$ cat src/abl_pkg.sv
// ----------------------------------------------------------------------------
// abl_pkg: shared types and constants of the bass level tracker
// Payload structs, controller command and status types, fixed-point constants
// and the elaboration-time filter coefficient function.
// ----------------------------------------------------------------------------
`default_nettype none

package abl_pkg;

  // Configuration port geometry and register indexes.
  localparam int CFG_IDX_W  = 2;
  localparam int CFG_DATA_W = 16;
  localparam logic [CFG_IDX_W-1:0] CFG_SENSITIVITY   = 2'd0;
  localparam logic [CFG_IDX_W-1:0] CFG_SMOOTHING     = 2'd1;
  localparam logic [CFG_IDX_W-1:0] CFG_SOURCE_SELECT = 2'd2;

  // Register reset values and clamp limits.
  localparam logic [11:0] SENS_RESET = 12'd512;
  localparam logic [11:0] SENS_MIN   = 12'd26;
  localparam logic [11:0] SENS_MAX   = 12'd2560;
  localparam logic [15:0] SMOOTH_RESET = 16'd53740;
  localparam logic [15:0] SMOOTH_MAX   = 16'd64225;

  // Range tracker constants, Q0.24 values and Q0.32 weights.
  localparam logic [24:0] FLOOR_RESET = 25'd33554;
  localparam logic [24:0] CEIL_RESET  = 25'd1006633;
  localparam logic [24:0] MIN_SPAN    = 25'd67109;
  localparam logic [23:0] RMS_MAX     = 24'd16777215;
  localparam logic [23:0] CEIL_W      = 24'd8589935;
  localparam logic [31:0] CEIL_KEEP   = 32'd4286377361;
  localparam logic [23:0] FLOOR_W     = 24'd2147484;
  localparam logic [31:0] FLOOR_KEEP  = 32'd4292819812;

  // Divider geometry: quotient width and per-division shift counts.
  localparam int QUO_W = 49;
  localparam int DEN_W = 25;
  localparam logic [5:0] DIV1_SHIFT = 6'd48;
  localparam logic [5:0] NORM_SHIFT = 6'd16;

  // 2*pi in Q34.30 for the coefficient computation.
  localparam logic [63:0] Q30_TWO_PI = 64'd6746518852;

  typedef struct packed {
    logic signed [15:0] sample;
    logic               last;
  } abl_in_t;

  typedef struct packed {
    logic [15:0] level;
    logic [15:0] peak_smoothed;
    logic [15:0] bass_smoothed;
    logic [23:0] block_bass_rms;
  } abl_out_t;

  typedef enum logic [4:0] {
    OP_NONE,
    OP_LOAD,
    OP_FLO,
    OP_FHI,
    OP_FUPD,
    OP_BASS,
    OP_SQ,
    OP_ACC,
    OP_DIV1_START,
    OP_SQRT_START,
    OP_SQRT_STEP,
    OP_RANGE_MUL,
    OP_RANGE_UPD,
    OP_SPAN,
    OP_NORM_START,
    OP_BLEND_MUL,
    OP_BLEND_UPD,
    OP_LVL_MUL,
    OP_OUT_LOAD
  } abl_op_t;

  typedef struct packed {
    abl_op_t op;
  } abl_cmd_t;

  typedef struct packed {
    logic close;
    logic div_done;
    logic sqrt_last;
  } abl_stat_t;

  // One-pole coefficient 1 - exp(-x) in Q0.30 from a truncated series.
  function automatic logic [63:0] q30_coeff(input logic [63:0] x_in);
    logic [63:0] x;
    logic [63:0] t;
    logic [63:0] s;
    x = (x_in > 64'h1_0000_0000) ? 64'h1_0000_0000 : x_in;
    t = x;
    s = x;
    for (int k = 2; k <= 12; k++) begin
      t = (t * x / 64'(k)) >> 30;
      if ((k & 1) != 0) begin
        s = s + t;
      end else begin
        s = s - t;
      end
    end
    return s;
  endfunction

endpackage

`default_nettype wire

$ cat src/abl_ctrl.sv
// ----------------------------------------------------------------------------
// abl_ctrl: sequencer of the bass level tracker
// Steps the datapath through the per-sample filter work and, at the end of a
// block, through division, root, range update, smoothing and result load.
// ----------------------------------------------------------------------------
`default_nettype none

module abl_ctrl (
  input  wire logic                clk,
  input  wire logic                rst_n,
  input  wire logic                in_valid,
  output logic                     in_ready,
  output logic                     out_valid,
  input  wire logic                out_ready,
  input  wire abl_pkg::abl_stat_t  stat,
  output abl_pkg::abl_cmd_t        cmd
);
  import abl_pkg::*;

  typedef enum logic [4:0] {
    S_IDLE, S_FLO, S_FHI, S_FUPD, S_BASS, S_SQ, S_ACC,
    S_DIV1_GO, S_DIV1_WAIT, S_SQRT_GO, S_SQRT,
    S_RANGE_MUL, S_RANGE_UPD, S_SPAN, S_NORM_GO, S_NORM_WAIT,
    S_BLEND_MUL, S_BLEND_UPD, S_LVL_MUL, S_EMIT
  } state_t;

  state_t state_r;
  state_t state_nxt;
  logic   out_valid_r;
  logic   emit_ok;

  // The result register is free when empty or being emptied this cycle.
  assign emit_ok = !out_valid_r || out_ready;

  // Next state.
  always_comb begin
    state_nxt = state_r;
    unique case (state_r)
      S_IDLE:      if (in_valid) state_nxt = S_FLO;
      S_FLO:       state_nxt = S_FHI;
      S_FHI:       state_nxt = S_FUPD;
      S_FUPD:      state_nxt = S_BASS;
      S_BASS:      state_nxt = S_SQ;
      S_SQ:        state_nxt = S_ACC;
      S_ACC:       state_nxt = stat.close ? S_DIV1_GO : S_IDLE;
      S_DIV1_GO:   state_nxt = S_DIV1_WAIT;
      S_DIV1_WAIT: if (stat.div_done) state_nxt = S_SQRT_GO;
      S_SQRT_GO:   state_nxt = S_SQRT;
      S_SQRT:      if (stat.sqrt_last) state_nxt = S_RANGE_MUL;
      S_RANGE_MUL: state_nxt = S_RANGE_UPD;
      S_RANGE_UPD: state_nxt = S_SPAN;
      S_SPAN:      state_nxt = S_NORM_GO;
      S_NORM_GO:   state_nxt = S_NORM_WAIT;
      S_NORM_WAIT: if (stat.div_done) state_nxt = S_BLEND_MUL;
      S_BLEND_MUL: state_nxt = S_BLEND_UPD;
      S_BLEND_UPD: state_nxt = S_LVL_MUL;
      S_LVL_MUL:   state_nxt = S_EMIT;
      S_EMIT:      if (emit_ok) state_nxt = S_IDLE;
      default:     state_nxt = S_IDLE;
    endcase
  end

  // Command to the datapath for the current state.
  always_comb begin
    cmd.op = OP_NONE;
    unique case (state_r)
      S_IDLE:      cmd.op = in_valid ? OP_LOAD : OP_NONE;
      S_FLO:       cmd.op = OP_FLO;
      S_FHI:       cmd.op = OP_FHI;
      S_FUPD:      cmd.op = OP_FUPD;
      S_BASS:      cmd.op = OP_BASS;
      S_SQ:        cmd.op = OP_SQ;
      S_ACC:       cmd.op = OP_ACC;
      S_DIV1_GO:   cmd.op = OP_DIV1_START;
      S_SQRT_GO:   cmd.op = OP_SQRT_START;
      S_SQRT:      cmd.op = OP_SQRT_STEP;
      S_RANGE_MUL: cmd.op = OP_RANGE_MUL;
      S_RANGE_UPD: cmd.op = OP_RANGE_UPD;
      S_SPAN:      cmd.op = OP_SPAN;
      S_NORM_GO:   cmd.op = OP_NORM_START;
      S_BLEND_MUL: cmd.op = OP_BLEND_MUL;
      S_BLEND_UPD: cmd.op = OP_BLEND_UPD;
      S_LVL_MUL:   cmd.op = OP_LVL_MUL;
      S_EMIT:      cmd.op = emit_ok ? OP_OUT_LOAD : OP_NONE;
      default:     cmd.op = OP_NONE;
    endcase
  end

  // State and result valid flag.
  always_ff @(posedge clk) begin
    if (!rst_n) begin
      state_r     <= S_IDLE;
      out_valid_r <= 1'b0;
    end else begin
      state_r <= state_nxt;
      if (state_r == S_EMIT && emit_ok) begin
        out_valid_r <= 1'b1;
      end else if (out_ready) begin
        out_valid_r <= 1'b0;
      end
    end
  end

  assign in_ready  = (state_r == S_IDLE);
  assign out_valid = out_valid_r;

`ifndef SYNTHESIS
  // The divider only finishes while the sequencer is waiting on it.
  a_div_done_in_wait: assert property (@(posedge clk) disable iff (!rst_n)
    stat.div_done |-> (state_r == S_DIV1_WAIT || state_r == S_NORM_WAIT))
    else $error("divider finished outside a wait state");
`endif

endmodule

`default_nettype wire

$ cat config.mk
export PLATFORM = sky130hd
export DESIGN_NAME = abl_ctrl
export DESIGN_NICKNAME = d
export VERILOG_FILES = /design/src/abl_pkg.sv /design/src/abl_ctrl.sv
export SDC_FILE = /design/constraint.sdc
export NUM_CORES = 1
export LEC_CHECK = 0
export BUFFER_PORTS_ARGS = -buffer_cell sky130_fd_sc_hd__buf_4
export CAP_MARGIN = 20
export CORE_MARGIN = 2
export CORE_UTILIZATION = 25
export CTS_CLUSTER_SIZE = 16
export DETAILED_ROUTE_END_ITERATION = 10
export SLEW_MARGIN = 20
export SYNTH_ARGS = -nofsm -noshare
export SYNTH_HDL_FRONTEND = slang
export SYNTH_SLANG_ARGS = --single-unit
$ cat constraint.sdc
create_clock -name clk -period 3.05 [get_ports clk]
set_input_delay 0.61 -clock clk [delete_from_list [all_inputs] [get_ports clk]]
set_output_delay 0.61 -clock clk [all_outputs]
set_load 0.1 [all_outputs]
Word level (Yosys, flattened, before mapping). Cells that the tools add are included.

Equality and inequality tests: 24. Mux-type cells: 12. Reduce and logical (&&, ||, !) cells: 6.

Operators by type and width (count): 5-bit case mux with 20 select lines (1); 5-bit case mux with 18 select lines (1); 5-bit by 4-bit equality test with 1-bit output, second input constant (8); 5-bit 2-to-1 mux (6); 5-bit by 3-bit equality test with 1-bit output, second input constant (4); 5-bit equality test, second input constant (4); 5-bit by 2-bit equality test with 1-bit output, second input constant (2); 2-bit != test, second input constant (5); 5-bit by 1-bit equality test with 1-bit output, second input constant (1); 5-bit zero test (1); 5-bit AND reduction (1); 1-bit 2-to-1 mux (3); 3-bit 2-to-1 mux (1); 2-bit nonzero test (1); 1-bit logical AND (1); 1-bit zero test (1); 1-bit logical OR (1).

Flip-flop bits (word level): 6. Input bits: 7. Output and inout port bits: 7. Logic and storage cells: 44.

Longest topological paths before layout. Gate-level depths: netlist of run 1.

Word-level depth: 4. Gate-level depth with buffers: 6. Mapped depth without buffers: 5.

Worst setup path before layout of run 1. No wires, ideal clock.

Path kind: reg-to-output. Start point: reg state_r[0]. End point: out cmd[1] (netlist bit). Arrival time: 2.852 ns. Slack: -0.412 ns. Cell stages (with the launch flop): 5. Buffers on the path: 1. Cell sequence: dfxtp_1 > buf_2 > inv_1 > nor2_1 > o32ai_1.

RTL lines: start: declaration (RTL line abl_ctrl.sv:27) `state_t state_r;`; start signal: assignment (RTL line abl_ctrl.sv:95) `state_r <= state_nxt;`; end: declaration (RTL line abl_ctrl.sv:16) `output abl_pkg::abl_cmd_t cmd`.

==> impl_metrics.tcl, run 1 <==
set metrics [dict create \
    status "complete, no violations" \
    drt_iter0_drc 16 \
    worst_clock_skew_ps 0.2342 \
    htree_levels 1 \
    hp-start "rst_n" \
    yosys.area.top_type_share_pct 20.60 \
    gr-total-overflow 0 \
    vias_per_cell 5.364 \
    async_reset_ff_share_pct 0 \
    ir_worst_vdd_uv 293.6 \
    die_x_um 52.30 \
    dp_hpwl_um 1124 \
    crit_path_start_kind "flop" \
    cts_resized 0 \
    cp_data_arrival_time_ps 1920 \
    grt_pass1_vias 558 \
    grt_max_degree 19 \
    worstPathRequired_ps 2440 \
    io_pins 14 \
    min_to "state_r[0]" \
    whs_path_depth 2 \
    rows 17 \
    worst_slew_margin_rel_pct 59.50 \
    syn_avg_cell_area_um2 7.025 \
    start_util_pct 26.36 \
    worst_pin_slew_ps 606.6 \
    numCtsBuffers 3 \
    r2r-start "state_r[4]" \
    setup_viol 0 \
    drc 0 \
    port_buffers 13 \
    fin_util_pct 32.58 \
    synthCells 83 \
    ys_seq_area_share_pct 20.60 \
    drive_above_1_share_pct 24.73 \
    die_area_um2 2735 \
    yosys.cell_count.top_type "nor2_1" \
    cts_setup_buffers 0 \
    antenna_found_initial 0 \
    worstSetupEndpointType "primary output" \
    reg2reg_depth 4 \
    timing.rr.end "state_r[0]" \
    setup_slack_ps 524.0 \
    fin_crit_ps 2526 \
    worstSetupPathType "reg2out" \
    ys.flop_type "dfxtp_1" \
    ant_nets 0 \
    fp.coreArea_um2 2212 \
    period_share_pct 82.82 \
    syn_area_um2 583.1 \
    hp-class "in2reg" \
    vias 649 \
    hold_viol_final 0 \
    n_antenna_cell 0 \
    clk_pin_slew_worst_paths_ps 40 \
    root_buffer "clkbuf_4" \
    synth_area_leaders "dfxtp_1 (21%), nor2_1 (12%), a21oi_1 (6.9%), buf_2 (4.3%), a2bb2o_4 (3.4%)" \
    worstPathMaxFanout 18 \
    syn_to_final_growth_pct 23.61 \
    rrSetupSlack_ps 1250 \
    leakage_nw 0.2820 \
    ys_warn_count 0 \
    routed_wl_um 1508 \
    clockBufferDepth 2 \
    final_nets 102 \
    synth_cell_types 36 \
    maxSlewViolCount 0 \
    globalplace.congestion 0.8439 \
    power_density_nw_per_um2 571.5 \
    place_ws_ps 807.1 \
    cts.sinks 6 \
    firstDrtPassIters 4 \
    grt_use_total_pct 12.32 \
    synthTopCellsByCount "nor2_1 (18), a21oi_1 (8), dfxtp_1 (6), buf_2 (5), inv_1 (4)" \
    startpoint "state_r[1]" \
    cts_tree "done" \
    syn_nets 90 \
    fmax_mhz 395.9 \
    grt_pass1_wl_um 2490 \
    synth-seq-cells 6 \
    fill_cells 259 \
    wl_per_cell_um 12.46 \
    yosys.area.top_type "dfxtp_1" \
    dieHeight_um 52.30 \
    clk_latency_ps 240 \
    tns_ps 0 \
    drv_cap 0 \
    rsz0062_at_grt "no" \
    hold_buffers 0 \
    synth_edf_count 0 \
]
## logic make-up (layout without fill, tap and decap cells)
family / after synthesis / after routing / synth area share [%]
and+or+nand+nor: 38 / 38 / 35.84
AOI/OAI and AO/OA: 25 / 25 / 30.48
buffers and inverters: 11 / 21 / 8.154
DFF: 6 / 6 / 20.60
muxes: 2 / 2 / 3.434
xor gates and xnor gates: 1 / 1 / 1.502
## report_power, final
group          leakage [nW]  total [mW]  internal (mW)  switching (mW)
Sequential           0.0489       0.110         0.0854          0.0242
Clock                0.0138      0.0699         0.0443          0.0256
Combinational         0.219       0.232         0.0692           0.163
## worst max-delay path: stages, from the launching register on
cell and delay, ps:
dfxtp_1 700, nand3_1 290, o211ai_1 170, o21ai_1 90
a22o_1 200, buf_4 230
## metal layers
metal	wire length (um)	GRT usage, %
met1	727	16.67
met2	651	16.88
met3	88	0.8571
met4	40	11.54
met5	0	0
## worst max path at each step
stage | to | depth (start not counted)
floorplan | cmd[2] | 5
global placement | cmd[1] | 7
detailed placement | cmd[3] | 5
CTS | cmd[3] | 5
global route | cmd[3] | 5
finish | cmd[3] | 5
## cell type report
cell class                 instances  area (um2)  area share (%)
clock buffer                       3       22.52           3.125
inverter                           4       15.01           2.083
multi-input combinational         66       422.9           58.68
sequential                         6       120.1           16.67
tap                               28       35.03           4.861
timing repair buffer              14       105.1           14.58
## cell usage in the layout (no fill, tap or decap), drive strengths merged, types with 3 or more instances in the layout
cell	count
a21oi	8
buf	14
clkbuf	3
dfxtp	6
inv	4
nor2	19
nor2b	3
o21ai	4
## state kept, by name, indices dropped and copies added (netlist names)
register and cells:
state_r 5, out_valid 1
## metrics by stage
stage	hold WS (ps)	total power [mW]	instance area (um2)	std cells
after global routing	617.1	0.4360	720.7	121
after global placement	638.8	0.3423	698.2	118
final	629.5	0.4119	720.7	121
after CTS	619.6	0.4174	720.7	121
after floorplan	667.3	0.2990	590.6	83
after detailed placement	637.7	0.3433	698.2	118
Power figures use the tool's default switching activity.
==> run 2: changes to the inputs <==
- clock period: 3.05 -> 2.2 ns (I/O delays scaled with it)
==> impl_metrics.tcl, run 2 (synthesis gave the netlist of run 1 again) <==
set metrics [dict create \
    status "complete, no violations" \
    fin_crit_ps 2111 \
    cp_data_arrival_time_ps 1670 \
    whs_path_depth 2 \
    clockBufferDepth 2 \
    io_pins 14 \
    drive_above_1_share_pct 34.69 \
    die_area_um2 2735 \
    slowest_delay_ps 540 \
    numCtsBuffers 3 \
    firstDrtPassIters 4 \
    hold_buffers 0 \
    cts_resized 1 \
    maxSlewViolCount 0 \
    ir_worst_vdd_uv 311.9 \
    grt_use_total_pct 12.46 \
    largest-register "state_r" \
    cpMaxStageDelayCell "dfxtp_1" \
    port_buffers 13 \
    reg2reg_depth 4 \
    hp-start "rst_n" \
    tns_ps 0 \
    cts_tree "done" \
    worst_clock_skew_ps 0.5866 \
    p_int_uw 294.0 \
    timing.rr.end "state_r[0]" \
    period_share_pct 95.93 \
    rrSetupSlack_ps 490 \
    fill_cells 251 \
    grt_max_degree 19 \
    worstPathMaxFanout 11 \
    root_buffer "clkbuf_4" \
    vias 673 \
    drv_cap 0 \
    start_util_pct 26.36 \
    ant_nets 0 \
    setup_viol 0 \
    path_cells "or3b_4 > nor2_4 > buf_4" \
    syn_to_final_growth_pct 35.19 \
    leakage_nw 0.3133 \
    final_common_cell "buf_4" \
    rsz0062_at_grt "no" \
    gr-total-overflow 0 \
    place_area_um2 763.2 \
    routed_wl_um 1567 \
    vias_per_cell 5.341 \
    worstSetupEndpointType "primary output" \
    worst_slew_margin_rel_pct 71.55 \
    power.switching_uw 310.7 \
    largest_register_ffs 5 \
    dp_hpwl_um 1206 \
    antenna_found_initial 0 \
    wl_per_cell_um 12.44 \
    grt_pass1_vias 589 \
    hold_viol_final 0 \
    swShare_pct 51.38 \
    drc 0 \
    rows 17 \
    pwr-share-clk_pct 17.0 \
    fin_area_um2 788.3 \
    min_to "state_r[0]" \
    place_ws_ps 189.3 \
    setup_slack_ps 89.47 \
    worst_pin_slew_ps 422.9 \
    crit_path_start_kind "flop" \
    htree_levels 1 \
    worstPathRequired_ps 1760 \
    final_nets 107 \
    clk_latency_ps 250 \
    dieHeight_um 52.30 \
    p_comb_share_pct 57.8 \
    grt_pass1_wl_um 2587 \
    cts_setup_buffers 0 \
    power_density_nw_per_um2 767.2 \
    hp-class "in2reg" \
    r2r-start "state_r[4]" \
    layout_common_cells "buf_4 (19), nor2_1 (17), a21oi_1 (7)" \
    die_x_um 52.30 \
    n_antenna_cell 0 \
    p_seq_share_pct 25.2 \
    drt_iter0_drc 20 \
    clk_pin_slew_worst_paths_ps 40 \
    worstSetupPathType "reg2out" \
    fmax_mhz 473.8 \
    fp.coreArea_um2 2212 \
    cts.sinks 6 \
    globalplace.congestion 0.8465 \
]
-- run 2: changes by cell type in the layout (fill, tap and decap cells not counted), sizes merged --
cell	before	now
buf	14	19
-- run 2: final cells by class --
cell class	instances	area [um2]	share of cell area, %
multi-input combinational	66	450.4	57.14
timing repair buffer	19	142.6	18.10
sequential	6	122.6	15.56
tap	28	35.03	4.444
clock buffer	3	22.52	2.857
inverter	4	15.01	1.905
-- run 2: how the worst max path moves through the flow --
| stage | startpoint | endpoint | slack, ps | cells past startpoint |
|---|---|---|---|---|
| after global routing | state_r[4] | cmd[1] | 7 | 5 |
| final | state_r[4] | cmd[4] | 90 | 3 |
| after floorplan | out_valid | cmd[1] | -280 | 5 |
| after global placement | state_r[1] | cmd[3] | 220 | 5 |
| after detailed placement | state_r[1] | cmd[3] | 190 | 5 |
| after CTS | state_r[2] | cmd[3] | 20 | 5 |
-- run 2: metrics by stage --
step | instances | total power, mW | hold slack (ps) | utilization [%]
2_1_floorplan | 83 | 0.4292 | 571.2 | -
6_report | 126 | 0.6047 | 440.4 | 35.63
4_1_cts | 126 | 0.6083 | 440.4 | 35.58
3_5_place_dp | 123 | 0.5014 | 635.0 | 34.50
5_1_grt | 126 | 0.6401 | 434.7 | 35.63
3_3_place_gp | 123 | 0.5007 | 628.9 | 34.50
-- run 2: metal layers --
metal	GRT usage, %	up-vias	part of all wire [%]
li1	-	332	-
met1	17.79	316	48
met2	18.54	22	45
met3	0.8571	3	5.5
met4	6.410	0	1.9
met5	0	-	0
-- run 2: worst max-delay path: cells and delay by family (launching register included) --
kind / cells / cell delay [ps]
buffers and inverters: 1 / 290
AND/OR/NAND/NOR: 2 / 590
flip-flops: 1 / 540
-- run 2: power groups by stage --
stage               combinational [mW]  clock, mW  sequential [mW]
finish                           0.349      0.103            0.152
global route                     0.368      0.117            0.155
CTS                              0.351      0.108            0.150
detailed placement               0.350          0            0.151
global placement                 0.350          0            0.151
floorplan                        0.305          0            0.124
==> run 3: changes to the inputs <==
==> constraint.sdc (replaced) <==
create_clock -name clk -period 2.2 [get_ports clk]
set_input_delay 0.55 -clock clk [delete_from_list [all_inputs] [get_ports clk]]
set_output_delay 0.55 -clock clk [all_outputs]
set_load 0.1 [all_outputs]
==> impl_metrics.tcl, run 3 (synthesis gave the netlist of run 1 again) <==
set metrics [dict create \
    die_area_um2 2735 \
    worstPathMaxFanout 12 \
    final_cells 132 \
    largest-register "state_r" \
    final_nets 113 \
    root_buffer "clkbuf_4" \
    clk_latency_ps 250 \
    n_antenna_cell 0 \
    clockBufferDepth 2 \
    crit_path_start_kind "flop" \
    grt_use_total_pct 13.70 \
    worstSetupPathType "reg2out" \
    tns_ps 0 \
    drv_cap 0 \
    dp_hpwl_um 1216 \
    hold_viol_final 0 \
    fmax_mhz 465.2 \
    fp.coreArea_um2 2212 \
    rsz0062_at_grt "yes" \
    worstPathRequired_ps 1650 \
    cp_data_arrival_time_ps 1600 \
    worstSetupEndpointType "primary output" \
    final_common_cell "buf_4" \
    hold_buffers 0 \
    grt_pass1_vias 622 \
    firstDrtPassIters 4 \
    period_share_pct 97.71 \
    vias 680 \
    ant_nets 0 \
    worst_pin_slew_ps 364.3 \
    die_x_um 52.30 \
    fin_crit_ps 2150 \
    ir_worst_vdd_uv 340.9 \
    grt_max_degree 16 \
    drc 0 \
    numCtsBuffers 3 \
    worst_slew_margin_rel_pct 75.45 \
    power_density_nw_per_um2 732.8 \
    cts_setup_buffers 0 \
    total_power_uw 652.8 \
    antenna_found_initial 0 \
    io_pins 14 \
    globalplace.congestion 0.7959 \
    maxSlewViolCount 0 \
    dieHeight_um 52.30 \
    gr-total-overflow 0 \
    port_buffers 13 \
    grt_pass1_wl_um 2863 \
    largest_register_ffs 5 \
    cts_tree "done" \
    htree_levels 1 \
    syn_to_final_growth_pct 52.79 \
    start_util_pct 26.36 \
    wl_per_cell_um 12.77 \
    status "complete, no violations" \
    drt_iter0_drc 11 \
    drive_above_1_share_pct 45.19 \
    layout_common_cells "buf_4 (22), nor2_1 (17), a21oi_1 (6)" \
    cts.sinks 6 \
    dp_cells 129 \
    hp-class "in2reg" \
    clk_pin_slew_worst_paths_ps 50 \
    rows 17 \
    setup_viol 0 \
    cts_resized 3 \
    worst_clock_skew_ps 1.674 \
    vias_per_cell 5.152 \
    leakage_nw 0.3598 \
    routed_wl_um 1686 \
]
-- run 3: per-layer routing --
layer | GRT usage, % | part of all wire, % | vias to the layer above
met5 | 0 | 0 | -
met4 | 5.128 | 1.1 | 0
met3 | 1.714 | 3.1 | 4
met2 | 20.63 | 46 | 12
met1 | 19.66 | 50 | 321
li1 | - | - | 343
-- run 3: power breakdown --
| group | switching (mW) | leakage, nW | internal [mW] |
|---|---|---|---|
| clock | 0.0430 | 0.0138 | 0.0619 |
| sequential | 0.0255 | 0.0510 | 0.120 |
| combinational | 0.261 | 0.295 | 0.141 |
-- run 3: worst max-delay path, stage by stage (launching register included) --
cell and delay (ps):
dfxtp_2 480, or3b_4 470, nor2_4 110, buf_4 290
-- run 3: per-stage QoR --
step / setup WS, ps / util, % / instance area, um2 / hold slack, ps
5_1_grt: -9.171 / 40.27 / 890.9 / 544.8
4_1_cts: 2.488 / 38.74 / 857.1 / 549.0
6_report: 50.42 / 40.27 / 890.9 / 551.8
2_1_floorplan: -200.9 / - / 634.4 / 667.3
3_5_place_dp: 4.232 / 37.27 / 824.5 / 686.9
3_3_place_gp: 25.36 / 37.27 / 824.5 / 686.4
-- run 3: final timing paths --
| check | start | to | slack (ps) | cells past startpoint |
|---|---|---|---|---|
| worst min-delay path | rst_n | state_r[0] | 550 | 2 |
| worst min register to register | state_r[2] | state_r[0] | 630 | 1 |
| worst max-delay path | state_r[4] | cmd[4] | 50 | 3 |
| worst max register to register | state_r[0] | state_r[1] | 530 | 7 |
-- run 3: area by class of cell --
class	count	area [um2]
multi-input combinational	66	489.2
clock buffer	3	22.52
inverter	4	15.01
timing repair buffer	25	202.7
sequential	6	126.4
fill	245	1321
tap	28	35.03
